--- src/rtl/qoi_pkg.sv ---
// Types, constants and helper functions for the QOI chunk decoder.
package qoi_pkg;

  localparam int PIXEL_W            = 32;
  localparam int BYTE_W             = 8;
  localparam int CFG_W              = 32;
  localparam int INDEX_DEPTH        = 64;
  localparam int INDEX_AW           = $clog2(INDEX_DEPTH);
  localparam int RUN_W              = INDEX_AW + 1;
  localparam int DEFAULT_COUNT_BITS = 32;
  localparam logic [CFG_W-1:0] PIXEL_TOTAL_RESET = 32'd1;

  // Whole-byte op codes
  localparam logic [BYTE_W-1:0] OP_RGB  = 8'hFE;
  localparam logic [BYTE_W-1:0] OP_RGBA = 8'hFF;

  // Two-bit tag codes in the top bits of a tag byte
  localparam logic [1:0] TAG_INDEX = 2'b00;
  localparam logic [1:0] TAG_DIFF  = 2'b01;
  localparam logic [1:0] TAG_LUMA  = 2'b10;
  localparam logic [1:0] TAG_RUN   = 2'b11;

  // Red sits in the low byte so the struct maps straight onto tdata
  typedef struct packed {
    logic [7:0] alpha;
    logic [7:0] blue;
    logic [7:0] green;
    logic [7:0] red;
  } pixel_t;

  localparam pixel_t PREV_RESET = '{alpha: 8'hFF, blue: 8'h00, green: 8'h00, red: 8'h00};

  typedef enum logic [1:0] {
    PH_TAG  = 2'd0,
    PH_RGB  = 2'd1,
    PH_RGBA = 2'd2,
    PH_LUMA = 2'd3
  } phase_t;

  typedef enum logic [2:0] {
    ST_IDLE   = 3'b001,
    ST_DECODE = 3'b010,
    ST_EMIT   = 3'b100
  } state_t;

  // (3r + 5g + 7b + 11a) mod 64; only the low six bits of each term matter
  function automatic logic [INDEX_AW-1:0] color_hash(input pixel_t p);
    return INDEX_AW'(p.red[INDEX_AW-1:0]   * INDEX_AW'(3) +
                     p.green[INDEX_AW-1:0] * INDEX_AW'(5) +
                     p.blue[INDEX_AW-1:0]  * INDEX_AW'(7) +
                     p.alpha[INDEX_AW-1:0] * INDEX_AW'(11));
  endfunction

endpackage

--- src/rtl/qoi_ram.sv ---
// Generic simple dual-port RAM, one write and one registered read port.
module qoi_ram #(
  parameter int WIDTH = 32,
  parameter int DEPTH = 64
) (
  input  logic                     clk,
  input  logic                     we,
  input  logic [$clog2(DEPTH)-1:0] waddr,
  input  logic [WIDTH-1:0]         wdata,
  input  logic [$clog2(DEPTH)-1:0] raddr,
  output logic [WIDTH-1:0]         rdata
);

  logic [WIDTH-1:0] mem [DEPTH];

  always_ff @(posedge clk) begin
    if (we) begin
      mem[waddr] <= wdata;
    end
    rdata <= mem[raddr];
  end

endmodule

--- src/rtl/qoi_image_decoder_top.sv ---
// QOI chunk stream decoder: encoded bytes in, RGBA pixels out.
//
// Feed the chunk bytes that follow the 14-byte header, one per transaction, with
// s_axis_tuser[0] high on the first byte of each image; write the image's pixel
// count to cfg_data first. A byte is taken in the idle cycle, decoded in the next
// cycle once the color table read returns; the n pixels that a byte yields (n is
// 0, 1, or up to 62 for a run) are emitted before the next byte is taken. The
// pixel loop runs through a single output register, one pixel per cycle while the
// output is not stalled. The 64-entry color table lives in a RAM with a registered
// read; per-entry valid flags make it read as zero after reset or start of image,
// so no clearing pass is needed. After the last pixel (marked in m_axis_tuser[0])
// further bytes are swallowed until the next start of image, which also drops the
// trailing end marker.
module qoi_image_decoder_top #(
  parameter int PIXEL_COUNT_BITS = qoi_pkg::DEFAULT_COUNT_BITS
) (
  input  logic                         clk,
  input  logic                         rst,
  // configuration: pixel_total
  input  logic                         cfg_valid,
  output logic                         cfg_ready,
  input  logic [qoi_pkg::CFG_W-1:0]    cfg_data,
  // input stream
  input  logic                         s_axis_tvalid,
  output logic                         s_axis_tready,
  input  logic [qoi_pkg::BYTE_W-1:0]   s_axis_tdata,  // [7:0] data_byte
  input  logic [0:0]                   s_axis_tuser,  // [0] start_of_image
  // output stream
  output logic                         m_axis_tvalid,
  input  logic                         m_axis_tready,
  output logic [qoi_pkg::PIXEL_W-1:0]  m_axis_tdata,  // [7:0] red, [15:8] green,
                                                      // [23:16] blue, [31:24] alpha
  output logic                         m_axis_tlast,  // last_of_run
  output logic [0:0]                   m_axis_tuser   // [0] image_done
);

  import qoi_pkg::*;

  state_t                      state;
  phase_t                      phase, phase_next;
  logic [BYTE_W-1:0]           byte_q;
  logic [1:0]                  pend_cnt, pend_cnt_next;
  logic [23:0]                 pend_data, pend_data_next;
  pixel_t                      prev;
  logic [PIXEL_COUNT_BITS-1:0] pix_count, count_inc, total_masked;
  logic                        finished;
  logic [CFG_W-1:0]            pixel_total;
  logic [INDEX_DEPTH-1:0]      entry_valid;
  pixel_t                      run_pix;
  logic [RUN_W-1:0]            run_left;
  logic                        out_valid, out_last, out_done;
  pixel_t                      out_pix;

  logic                        accept;
  logic [PIXEL_W-1:0]          ram_rdata;
  pixel_t                      table_px, emit_px;
  logic [RUN_W-1:0]            emit_n;
  logic [5:0]                  vg;
  logic [3:0]                  dr, db;
  logic                        ram_we;
  logic                        is_done, is_last;

  assign cfg_ready     = 1'b1;
  assign s_axis_tready = (state == ST_IDLE);
  assign accept        = s_axis_tvalid && s_axis_tready;

  assign m_axis_tvalid   = out_valid;
  assign m_axis_tdata    = out_pix;
  assign m_axis_tlast    = out_last;
  assign m_axis_tuser[0] = out_done;

  // Color table: read addressed by the incoming byte, result used in decode
  qoi_ram #(
    .WIDTH(PIXEL_W),
    .DEPTH(INDEX_DEPTH)
  ) u_index_ram (
    .clk  (clk),
    .we   (ram_we),
    .waddr(color_hash(emit_px)),
    .wdata(emit_px),
    .raddr(s_axis_tdata[INDEX_AW-1:0]),
    .rdata(ram_rdata)
  );

  assign table_px = entry_valid[byte_q[INDEX_AW-1:0]] ? pixel_t'(ram_rdata) : '0;

  // Op decode on the latched byte
  assign vg = pend_data[5:0];
  assign dr = byte_q[7:4];
  assign db = byte_q[3:0];

  always_comb begin
    emit_px        = prev;
    emit_n         = '0;
    phase_next     = phase;
    pend_cnt_next  = pend_cnt;
    pend_data_next = pend_data;
    case (phase)
      PH_RGB, PH_RGBA: begin
        if (phase == PH_RGB && pend_cnt == 2'd2) begin
          emit_px.red    = pend_data[15:8];
          emit_px.green  = pend_data[7:0];
          emit_px.blue   = byte_q;
          emit_n         = RUN_W'(1);
          phase_next     = PH_TAG;
          pend_cnt_next  = '0;
          pend_data_next = '0;
        end else if (phase == PH_RGBA && pend_cnt == 2'd3) begin
          emit_px.red    = pend_data[23:16];
          emit_px.green  = pend_data[15:8];
          emit_px.blue   = pend_data[7:0];
          emit_px.alpha  = byte_q;
          emit_n         = RUN_W'(1);
          phase_next     = PH_TAG;
          pend_cnt_next  = '0;
          pend_data_next = '0;
        end else begin
          pend_cnt_next  = pend_cnt + 2'd1;
          pend_data_next = {pend_data[15:0], byte_q};
        end
      end
      PH_LUMA: begin
        // green delta biased by 32, red/blue deltas relative to green biased by 8
        emit_px.red    = prev.red + {2'b00, vg} + 8'd224 + {4'b0000, dr} + 8'd248;
        emit_px.green  = prev.green + {2'b00, vg} + 8'd224;
        emit_px.blue   = prev.blue + {2'b00, vg} + 8'd224 + {4'b0000, db} + 8'd248;
        emit_n         = RUN_W'(1);
        phase_next     = PH_TAG;
        pend_cnt_next  = '0;
        pend_data_next = '0;
      end
      default: begin
        if (byte_q == OP_RGB) begin
          phase_next     = PH_RGB;
          pend_cnt_next  = '0;
          pend_data_next = '0;
        end else if (byte_q == OP_RGBA) begin
          phase_next     = PH_RGBA;
          pend_cnt_next  = '0;
          pend_data_next = '0;
        end else begin
          case (byte_q[7:6])
            TAG_INDEX: begin
              emit_px = table_px;
              emit_n  = RUN_W'(1);
            end
            TAG_DIFF: begin
              emit_px.red   = prev.red + {6'd0, byte_q[5:4]} + 8'd254;
              emit_px.green = prev.green + {6'd0, byte_q[3:2]} + 8'd254;
              emit_px.blue  = prev.blue + {6'd0, byte_q[1:0]} + 8'd254;
              emit_n        = RUN_W'(1);
            end
            TAG_LUMA: begin
              phase_next     = PH_LUMA;
              pend_cnt_next  = '0;
              pend_data_next = {18'd0, byte_q[5:0]};
            end
            default: begin
              emit_n = {1'b0, byte_q[5:0]} + RUN_W'(1);
            end
          endcase
        end
      end
    endcase
  end

  assign ram_we = (state == ST_DECODE) && !finished && (emit_n != '0);

  // Pixel count and end of image
  assign total_masked = pixel_total[PIXEL_COUNT_BITS-1:0];
  assign count_inc    = pix_count + PIXEL_COUNT_BITS'(1);
  assign is_done      = (count_inc == total_masked);
  assign is_last      = (run_left == RUN_W'(1)) || is_done;

  // Sequencer and state registers
  always_ff @(posedge clk) begin
    if (rst) begin
      state       <= ST_IDLE;
      phase       <= PH_TAG;
      pend_cnt    <= '0;
      pend_data   <= '0;
      prev        <= PREV_RESET;
      pix_count   <= '0;
      finished    <= 1'b0;
      entry_valid <= '0;
      pixel_total <= PIXEL_TOTAL_RESET;
      out_valid   <= 1'b0;
    end else begin
      if (cfg_valid && cfg_ready) begin
        pixel_total <= cfg_data;
      end
      // output register empties when taken, unless the run loop reloads it
      if (out_valid && m_axis_tready && (state != ST_EMIT)) begin
        out_valid <= 1'b0;
      end
      case (state)
        ST_IDLE: begin
          if (accept) begin
            byte_q <= s_axis_tdata;
            if (s_axis_tuser[0]) begin
              phase       <= PH_TAG;
              pend_cnt    <= '0;
              pend_data   <= '0;
              prev        <= PREV_RESET;
              pix_count   <= '0;
              finished    <= 1'b0;
              entry_valid <= '0;
            end
            state <= ST_DECODE;
          end
        end
        ST_DECODE: begin
          if (finished) begin
            state <= ST_IDLE;
          end else begin
            phase     <= phase_next;
            pend_cnt  <= pend_cnt_next;
            pend_data <= pend_data_next;
            if (emit_n != '0) begin
              prev                            <= emit_px;
              entry_valid[color_hash(emit_px)] <= 1'b1;
              run_pix                         <= emit_px;
              run_left                        <= emit_n;
              state                           <= ST_EMIT;
            end else begin
              state <= ST_IDLE;
            end
          end
        end
        ST_EMIT: begin
          // one pixel per cycle whenever the output slot is free
          if (!out_valid || m_axis_tready) begin
            out_valid <= 1'b1;
            out_pix   <= run_pix;
            out_last  <= is_last;
            out_done  <= is_done;
            pix_count <= count_inc;
            run_left  <= run_left - RUN_W'(1);
            if (is_done) begin
              finished <= 1'b1;
            end
            if (is_last) begin
              state <= ST_IDLE;
            end
          end
        end
        default: begin
          state <= ST_IDLE;
        end
      endcase
    end
  end

endmodule

--- config.mk ---
export PLATFORM = sky130hd
export DESIGN_NAME = qoi_image_decoder_top
export DESIGN_NICKNAME = d
export VERILOG_FILES = /design/src/rtl/qoi_pkg.sv /design/src/rtl/qoi_ram.sv /design/src/rtl/qoi_image_decoder_top.sv
export SDC_FILE = /design/constraint.sdc
export NUM_CORES = 2
export LEC_CHECK = 0
export ABC_AREA = 1
export BUFFER_PORTS_ARGS = -buffer_cell sky130_fd_sc_hd__buf_2
export CAP_MARGIN = 20
export CORE_MARGIN = 5
export CORE_UTILIZATION = 45
export CTS_BUF_LIST = sky130_fd_sc_hd__clkbuf_16
export DETAILED_ROUTE_END_ITERATION = 6
export PLACE_DENSITY_LB_ADDON = 0.25
export SLEW_MARGIN = 40
export SYNTH_ARGS = -nofsm -noshare
export SYNTH_HDL_FRONTEND = slang
export SYNTH_SLANG_ARGS = --single-unit
export TNS_END_PERCENT = 20
--- constraint.sdc ---
create_clock -name clk -period 13.3 [get_ports clk]
set_input_delay 1.33 -clock clk [delete_from_list [all_inputs] [get_ports clk]]
set_output_delay 1.33 -clock clk [all_outputs]
set_load 0.005 [all_outputs]
==> flow_summary.rst <==
.. list-table::
   :header-rows: 1

   * - Metric
     - Value
   * - Leakage component of the power
     - 36.7 nW
   * - Top area cells in the synthesized netlist
     - sky130_fd_sc_hd__edfxtp_1 66%, sky130_fd_sc_hd__o21ai_0 7.2%, sky130_fd_sc_hd__nor2_1 6.6%
   * - TritonCTS clock tree
     - built
   * - Pin count of the biggest net entering global routing
     - 197
   * - Total area of multi-input combinational cells
     - 0.0264 mm²
   * - Layout cells sized above 1
     - 0.103
   * - Number of design-rule violations left by the first detailed-router iteration
     - 9485
   * - Setup slack, reg-to-reg
     - 3.68 ns
   * - Avg Inst Size Synth
     - 11.8 µm²
   * - Number of detailed-routing iterations run before antenna repair
     - 7
   * - Number of I/O pins
     - 83
   * - Antenna viol nets, final
     - 0
   * - Leading area contributor after synthesis
     - sky130_fd_sc_hd__edfxtp_1
   * - Filler Cells Inserted
     - 18200
   * - CP endpoint kind
     - flop
   * - CTS H-tree lvls
     - 4
   * - Number of buffer cells added on primary ports
     - 81
   * - Count of mapped cells out of synthesis
     - 8218
   * - Post-synth design cell area
     - 0.0973 mm²
   * - Data required, critical path
     - 13.90 ns
   * - Worst setup path class
     - flop to flop
   * - Drt via density
     - 6.03
   * - Reported max-cap violation count
     - 0
   * - Worst hold margin
     - 0.417 ns
   * - Post-synth top flop
     - sky130_fd_sc_hd__edfxtp_1
   * - Largest stage delay on the critical path
     - 0.66 ns
   * - Final Net Count
     - 8398
   * - RSZ-0062 raised after global routing
     - no
   * - Area inside the core boundary
     - 0.215 mm²
   * - Global-route wire length before repair
     - 446000 µm
   * - Insertion delay of the later-clocked pin in the worst-skew pair
     - 0.92 ns
   * - Total wire length after detailed routing
     - 309000 µm
   * - Number of warnings reported in the yosys synthesis log
     - 0
   * - Num Clock Sinks
     - 2354
   * - Estimated wirelength of the detail-placed design
     - 190000 µm
   * - Setup-violating endpoint count in the final report
     - 0
   * - Relative slew slack
     - 0.340
   * - Buffers & Inverters on Critical Path
     - 9
   * - Total die area
     - 0.226 mm²
   * - Clock skew after layout
     - 0.0646 ns
   * - Synthesis-to-layout area growth
     - 14.2%
   * - Clock input transition at the sequential cells of the worst setup and hold paths
     - 0.06 ns
   * - Largest fanout on the critical path
     - 68
   * - Failing checks
     - DRC
   * - Share of the synthesized area in the top cell type
     - 0.657
   * - Sequential-to-total area share from yosys stat
     - 0.703
   * - Number of remaining DRC errors
     - 2
   * - Overall fraction of global-route tracks in use
     - 0.268
   * - Net count after synthesis
     - 8394
   * - Worst Hold Class
     - flop to flop
   * - Final cell utilization of the core
     - 0.518
   * - Tmin final
     - 9.62 ns
   * - Total overflow reported by the global router
     - 0
   * - Starting Density
     - 0.453
   * - Fmax
     - 0.104 GHz
   * - Die span in x
     - 475 µm
   * - CP Launch Type
     - flop
   * - Root buffer selected by CTS
     - sky130_fd_sc_hd__clkbuf_16
   * - Cell at the slowest stage of the critical path
     - sky130_fd_sc_hd__nand2_1
   * - Vias in the first global route
     - 63600
   * - WL met3
     - 30600 µm
   * - Distinct cell type count of the synthesized netlist
     - 65
   * - Ranking of synthesized cells by instance count
     - 2129 x sky130_fd_sc_hd__edfxtp_1, 1707 x sky130_fd_sc_hd__nor2_1, 1392 x sky130_fd_sc_hd__o21ai_0, 647 x sky130_fd_sc_hd__o22ai_1, 501 x sky130_fd_sc_hd__clkbuf_1
   * - Total setup buffers inserted after CTS
     - 0
   * - Arrival time worst endpoint
     - 10.21 ns
   * - Slew Limit Fails
     - 0
   * - Die H
     - 475 µm
   * - Result of the run
     - finished, violations left
   * - Via Count
     - 68000
   * - Antenna violations before repair
     - 16
   * - Pin slew with the least headroom to its limit
     - 0.989 ns
   * - Reg area
     - 0.0684 mm²
   * - Total CTS buffers
     - 232
   * - Number of synthesized flops with an enable pin
     - 2129
   * - Library cell with the highest instance count after synthesis
     - sky130_fd_sc_hd__edfxtp_1
   * - Async set or reset register ratio after synthesis
     - 0
   * - Number of buffers on the longest clock path
     - 3
   * - Top routing layer in use
     - met5
   * - Post-Route Setup TNS
     - 0 ns
   * - Maximum ir drop on the vdd rail
     - 0.573 mV
   * - Gp weighted congestion
     - 0.958
   * - Post-CTS sizing
     - 0
   * - Final worst-path cycle share
     - 0.723
   * - Routed wire per std cell
     - 27.4 µm
   * - Power density normalized to cell area
     - 182 mW/mm²
   * - WL met2
     - 136000 µm
   * - Site Rows
     - 170
   * - Post-route met1 wirelength
     - 126000 µm
   * - Final Hold Vio Count
     - 0
   * - Hold-fix buffers, CTS
     - 0
   * - Kind of cell adding the most delay to the critical path
     - simple AND/OR/NAND/NOR gates
   * - Top cell by count, worst path
     - sky130_fd_sc_hd__inv_1
   * - Post-synthesis sequential element count
     - 2354
[path summary, 6_finish.rpt]
path                             startpoint                      to  cells after the start
worst min-delay path            run_pix[28]        m_axis_tdata[28]                      0
worst max-delay path            pend_cnt[0]  u_index_ram.mem[11][6]                     31
worst min register to register  run_pix[28]        m_axis_tdata[28]                      0
worst max register to register  pend_cnt[0]  u_index_ram.mem[11][6]                     31
[metal layers]
| layer | vias up | GRT usage |
|---|---|---|
| met5 | - | 0 |
| met4 | 12 | 0.128 |
| met3 | 584 | 0.0531 |
| met2 | 3497 | 0.400 |
| met1 | 33900 | 0.379 |
| li1 | 30000 | - |
[state kept, by name (all words and copies together) (netlist names), 3 cells and up]
signal	count
u_index_ram.mem	2048
entry_valid	64
m_axis_tdata	32
pix_count	32
pixel_total	32
prev	32
run_pix	32
u_index_ram.rdata	32
pend_data	24
byte_q	8
run_left	7
state	3
[report_power, final]
part	total (mW)	switching [mW]	leakage (nW)	internal (mW)
combinational	5.28	4.24	11.7	1.04
sequential	8.51	0.0719	21.1	8.43
clock	6.51	2.88	3.87	3.62
[kinds of logic (layout without fill, tap and decap cells)]
logic type / Yosys count / in the layout / share of synthesized area
xor gates and xnor gates: 69 / 69 / 0.00621
DFF: 2354 / 2354 / 0.703
AOI/OAI and AO/OA: 2367 / 2367 / 0.134
other: 1 / 15 / 0.0000385
muxes: 1 / 1 / 0.000103
buffers and inverters: 868 / 1067 / 0.0350
and+or+nand+nor: 2428 / 2428 / 0.102
adders and majority gates: 130 / 130 / 0.0196
[metrics by stage]
stage | instance area (µm²) | power [mW] | setup slack, ns | cells
finish | 111000 | 20.3 | 3.68 | 11300
global route | 111000 | 20.9 | 3.11 | 11300
floorplan | 97300 | 12.0 | 1.11 | 8218
CTS | 111000 | 20.2 | 2.57 | 11200
global placement | 101000 | 13.7 | 2.70 | 10700
detailed placement | 103000 | 13.8 | 2.57 | 10800
[placed cells by master (no fill, tap or decap), types with 27 or more instances in the layout]
cell / netlist / layout
sky130_fd_sc_hd__buf_16: 0 / 55
sky130_fd_sc_hd__dfxtp_1: 225 / 225
sky130_fd_sc_hd__clkinv_2: 0 / 39
sky130_fd_sc_hd__o32ai_1: 36 / 27
sky130_fd_sc_hd__ha_1: 93 / 93
sky130_fd_sc_hd__xor2_1: 42 / 42
sky130_fd_sc_hd__fa_1: 37 / 37
sky130_fd_sc_hd__nor2_4: 2 / 68
sky130_fd_sc_hd__a21oi_1: 195 / 190
sky130_fd_sc_hd__o22ai_1: 647 / 639
sky130_fd_sc_hd__clkinv_1: 6 / 56
sky130_fd_sc_hd__buf_2: 30 / 75
sky130_fd_sc_hd__nand2_1: 429 / 423
sky130_fd_sc_hd__nand4_1: 58 / 58
sky130_fd_sc_hd__buf_8: 2 / 47
sky130_fd_sc_hd__clkbuf_16: 0 / 233
sky130_fd_sc_hd__o21ai_0: 1392 / 1389
sky130_fd_sc_hd__buf_4: 3 / 124
sky130_fd_sc_hd__nand3_1: 109 / 109
sky130_fd_sc_hd__edfxtp_1: 2129 / 2129
sky130_fd_sc_hd__inv_1: 291 / 336
sky130_fd_sc_hd__nor2_1: 1707 / 1640
[final cells by class]
class,count,area share
sequential,2354,0.615
multi-input combinational,4996,0.238
clock buffer,233,0.0524
timing repair buffer,332,0.0359
tap,2838,0.0319
clock inverter,196,0.0155
inverter,306,0.0107
antenna,14,0.000315
No activity file was read; power rests on OpenSTA's default activity.
